`src/hw/rtl/vector_normalize_magnitude_macros.svh`:
```
// Assertion macros shared by the vector normalize / magnitude RTL.
`ifndef VECTOR_NORMALIZE_MAGNITUDE_MACROS_SVH
`define VECTOR_NORMALIZE_MAGNITUDE_MACROS_SVH

// Same-cycle implication, sampled on clk, off during reset.
`define VNM_ASSERT_IMP(label, a, c) \
  label: assert property (@(posedge clk) disable iff (!rst_n) (a) |-> (c)) \
    else $error("vnm: implication check failed");

// Fixed-delay implication, n is an elaboration constant.
`define VNM_ASSERT_LAT(label, a, n, c) \
  label: assert property (@(posedge clk) disable iff (!rst_n) (a) |-> ##n (c)) \
    else $error("vnm: latency check failed");

`endif

```
`src/hw/rtl/vnm_pkg.sv`:
```
// Shared types and constants for the vector normalize / magnitude block.
package vnm_pkg;

  localparam int LANES      = 4;
  localparam int KIND_W     = 3;
  localparam int UNIT_W     = 32;
  localparam int UNIT_SHIFT = 30;
  localparam int SCALE_W    = 31;
  localparam int SQ_W       = 2 * SCALE_W;
  localparam int NSUM_W     = 64;
  localparam int NROOT_W    = 32;
  localparam int NUM_W      = SCALE_W + UNIT_SHIFT + 1;
  localparam int QUO_W      = 31;
  localparam int DIV_LAT    = QUO_W + 1;

  localparam logic [KIND_W-1:0] KIND_MIN = 3'd2;
  localparam logic [KIND_W-1:0] KIND_MAX = 3'd4;
  localparam logic [QUO_W-1:0]  UNIT_ONE = QUO_W'(1) << UNIT_SHIFT;

  typedef enum logic [1:0] {
    STAT_OK       = 2'd0,
    STAT_BAD_KIND = 2'd1,
    STAT_ZERO_VEC = 2'd2
  } status_t;

  typedef enum logic {
    OP_NORMALIZE = 1'b0,
    OP_MAGNITUDE = 1'b1
  } op_t;

  typedef struct packed {
    op_t  op;
    logic bad;
    logic zero;
  } ctrl_t;

endpackage

```
`src/hw/rtl/vnm_lane_front.sv`:
```
// One component lane: absolute value with kind masking, then its square.
module vnm_lane_front import vnm_pkg::*; #(
  parameter int CW = 32
) (
  input  logic                 clk,
  input  logic signed [CW-1:0] comp,
  input  logic                 used,
  output logic [CW-1:0]        mag_o,
  output logic [2*CW-1:0]      sq_o,
  output logic                 neg_o
);

  logic [CW-1:0]   comp_u;
  logic [CW-1:0]   mag1_r;
  logic            neg1_r;
  logic [CW-1:0]   mag2_r;
  logic [2*CW-1:0] sq2_r;
  logic            neg2_r;

  assign comp_u = CW'(comp);

  always_ff @(posedge clk) begin
    neg1_r <= comp_u[CW-1];
    if (!used) begin
      mag1_r <= '0;
    end else if (comp_u[CW-1]) begin
      mag1_r <= CW'(0) - comp_u;
    end else begin
      mag1_r <= comp_u;
    end
    sq2_r  <= (2*CW)'(mag1_r) * (2*CW)'(mag1_r);
    mag2_r <= mag1_r;
    neg2_r <= neg1_r;
  end

  assign mag_o = mag2_r;
  assign sq_o  = sq2_r;
  assign neg_o = neg2_r;

endmodule

```
`config.mk`:
```
export PLATFORM = sky130hd
export DESIGN_NAME = vnm_lane_front
export DESIGN_NICKNAME = d
export VERILOG_FILES = /design/src/hw/rtl/vector_normalize_magnitude_macros.svh /design/src/hw/rtl/vnm_pkg.sv /design/src/hw/rtl/vnm_lane_front.sv
export SDC_FILE = /design/constraint.sdc
export NUM_CORES = 2
export LEC_CHECK = 0
export BUFFER_PORTS_ARGS = -buffer_cell sky130_fd_sc_hd__buf_2
export CAP_MARGIN = 20
export CORE_MARGIN = 8
export CORE_UTILIZATION = 65
export DETAILED_ROUTE_END_ITERATION = 8
export PLACE_DENSITY = 0.83
export REMOVE_ABC_BUFFERS = 1
export SLEW_MARGIN = 10
export SYNTH_ARGS = -nofsm -noshare
export SYNTH_HDL_FRONTEND = slang
export SYNTH_SLANG_ARGS = --single-unit
```
`constraint.sdc`:
```
create_clock -name clk -period 7.9 [get_ports clk]
set_input_delay 0.395 -clock clk [delete_from_list [all_inputs] [get_ports clk]]
set_output_delay 0.395 -clock clk [all_outputs]
set_load 0.005 [all_outputs]
```
==> qor.csv <==
metric,value,unit
fin_ws,0.2613,ns
final.setup_skew,0.02172,ns
hpwl,73250,um
cts.path.max_buffers,2,
firstDrtPassIters,8,
relSlewSlack,52.50,%
hp-class,primary input to register,
cts_max_level,4,
worstMarginPinSlew,0.7062,ns
p_per_area,370.9,nW/um^2
synth_warnings,0,
worstPathRequired,8.25,ns
fin_setup_tns,0,ns
synth_seq_area_share,7.741,%
syn_area_per_cell,9.493,um^2
startpoint,mag1_r[16],
leakagePower,19.91,nW
synth-async-reset-ratio,0,%
synth.most_common_cell,inv_1,
grt_overflow,0,
detail-route-antenna-nets,0,
synth_flop_cell,dfxtp_1,
drt_iter0_markers,1931,
fin_area,36150,um^2
status,finished clean,
nNetsFinal,4770,
cp.arrival,7.99,ns
startpoint_type,register,
rr_worst_depth,25,
avgRoutedWirePerCell,20.46,um
critPathMaxFanout,20,
synthTopCellsByArea,"fa_1, ha_1, inv_1",
syn_inst,3487,
grt_max_degree,36,
setup_viol,0,
die-area,58400,um^2
vias,24430,
cts_tree,yes,
cts.sinks,128,
rows,82,
max_cap_viol_count,0,
first_global_vias,27760,
root_buffer,clkbuf_16,
drc,0,
hold_violations,0,
holdPathStages,2,
fin_crit_sh,96.69,%
die_height,241.7,um
final_max_slew_viol_count,0,
core,50170,um^2
synth_seq_cells,128,
post-route-util,72.05,%
layout-drive-gt1-share,10.18,%
clk_pin_slew,0.09,ns
io_buffers,129,
vdd_drop_max,523.8,uV
antenna_found_initial,1,
pre_cts_slack,0.09169,ns
area_delta_synth_final,9.204,%
synth-edff-count,0,
clk_latency,0.47,ns
via_per_inst,5.646,
netlist_area,33100,um^2
r2r_start,mag1_r[16],
die_width,241.7,um
min_from,comp[29],
cts-buffers-inserted,17,
holdBufCountCts,0,
ys_top_cells_by_count,"inv_1, fa_1, nand2_1",
place_congestion,0.9842,
yosys.area.top_type,fa_1,
fmax,0.1309,GHz
grt.total_usage,30.86,%
placed_cell_area,35400,um^2
wl,88550,um
num_io_pins,131,
period_minus_slack,7.639,ns
ys_types,70,
synth_top_area_share,47.90,%
cp-end-kind,register,
initial_core_util,65.98,%
crit_type,register to register,
grt_pass1_wl,143200,um
## power breakdown
group / internal [mW] / leakage (nW) / total (mW) / switching (mW)
Combinational: 4.89 / 18.5 / 11.6 / 6.67
Sequential: 0.922 / 1.07 / 1.01 / 0.0840
Clock: 0.430 / 0.297 / 0.846 / 0.416
## layer usage
| metal | part of all wire (%) | GRT usage, % | vias up |
|---|---|---|---|
| li1 | - | - | 10550 |
| met1 | 36 | 37.46 | 12150 |
| met2 | 48 | 51.08 | 1391 |
| met3 | 11 | 7.903 | 344 |
| met4 | 5.6 | 15.16 | 0 |
| met5 | 0 | 0 | - |
## cell families (layout without fill, tap and decap cells)
kind of cell,after synthesis,count (layout),synth area share (%)
buffers and inverters,1101,1269,12.52
xor gates and xnor gates,126,126,3.334
DFF,128,128,7.741
adders and majority gates,1094,1094,59.31
and+or+nand+nor,744,744,11.25
other,1,2,0.01133
muxes,4,4,0.1247
AOI/OAI and AO/OA,289,289,5.700
## path summary, 6_finish.rpt
path / endpoint / slack (ns)
worst max-delay path: sq_o[54] / 0.26
worst min-delay path: mag1_r[31] / 0.15
worst max register to register: sq_o[54] / 0.26
worst min register to register: neg_o / 0.33
## critical path, cell delays in order, from the launching register on
cell and delay, ns:
dfxtp_2 0.37, buf_4 0.28, nand2_1 0.16, fa_1 0.56
inv_1 0.05, fa_1 0.49, inv_1 0.05, fa_1 0.46
fa_1 0.52, inv_1 0.06, fa_1 0.58, fa_1 0.46
fa_1 0.50, inv_1 0.05, fa_1 0.48, inv_1 0.05
ha_1 0.32, a21oi_1 0.24, nor2b_1 0.08, o21a_1 0.19
a311oi_1 0.35, o21ai_2 0.20, a211oi_2 0.51, buf_4 0.21
o21ai_0 0.10, xor2_1 0.18
## area by class of cell
class / count / area (um^2)
Fill cell: 3402 / 14020
Timing Repair Buffer: 273 / 2006
Tap cell: 672 / 840.8
Inverter: 964 / 3626
Clock buffer: 17 / 425.4
Sequential cell: 128 / 2576
Antenna cell: 1 / 2.502
Clock inverter: 15 / 181.4
Multi-Input combinational cell: 2258 / 26490
## cell usage in the layout, fill, tap and decap left out, drive strengths merged, types with 9 or more instances in the layout
| cell type | n |
|---|---|
| nand2 | 307 |
| clkbuf | 17 |
| fa | 792 |
| a21o | 39 |
| nor3 | 14 |
| xor2 | 53 |
| nand2b | 9 |
| nor2 | 75 |
| dfxtp | 128 |
| o21a | 14 |
| or2 | 11 |
| and2 | 254 |
| a31oi | 13 |
| o21ai | 63 |
| xnor2 | 73 |
| inv | 972 |
| nor2b | 11 |
| a21oi | 84 |
| a31o | 13 |
| o21bai | 11 |
| buf | 273 |
| ha | 302 |
| and3 | 16 |
| nand4 | 19 |
## registers in the layout, summed over array words and instances, names as in the netlist
signal,cells
neg1_r,1
sq_o,63
mag_o,31
neg_o,1
mag1_r,32
## per-stage QoR
step	total power [mW]	cells	hold WS, ns
floorplan	7.852	3350	0.3096
global placement	11.88	4292	0.3104
finish	13.41	4328	0.1467
detailed placement	12.12	4292	0.3132
global route	14.53	4327	0.1462
CTS	13.05	4324	0.1277
## timing repair
action / in CTS / in global routing
endpoints found under the setup margin: 0 / 23
resized for setup: 0 / 35
setup buffers: 0 / 3
(Power assumes the default switching activity.)
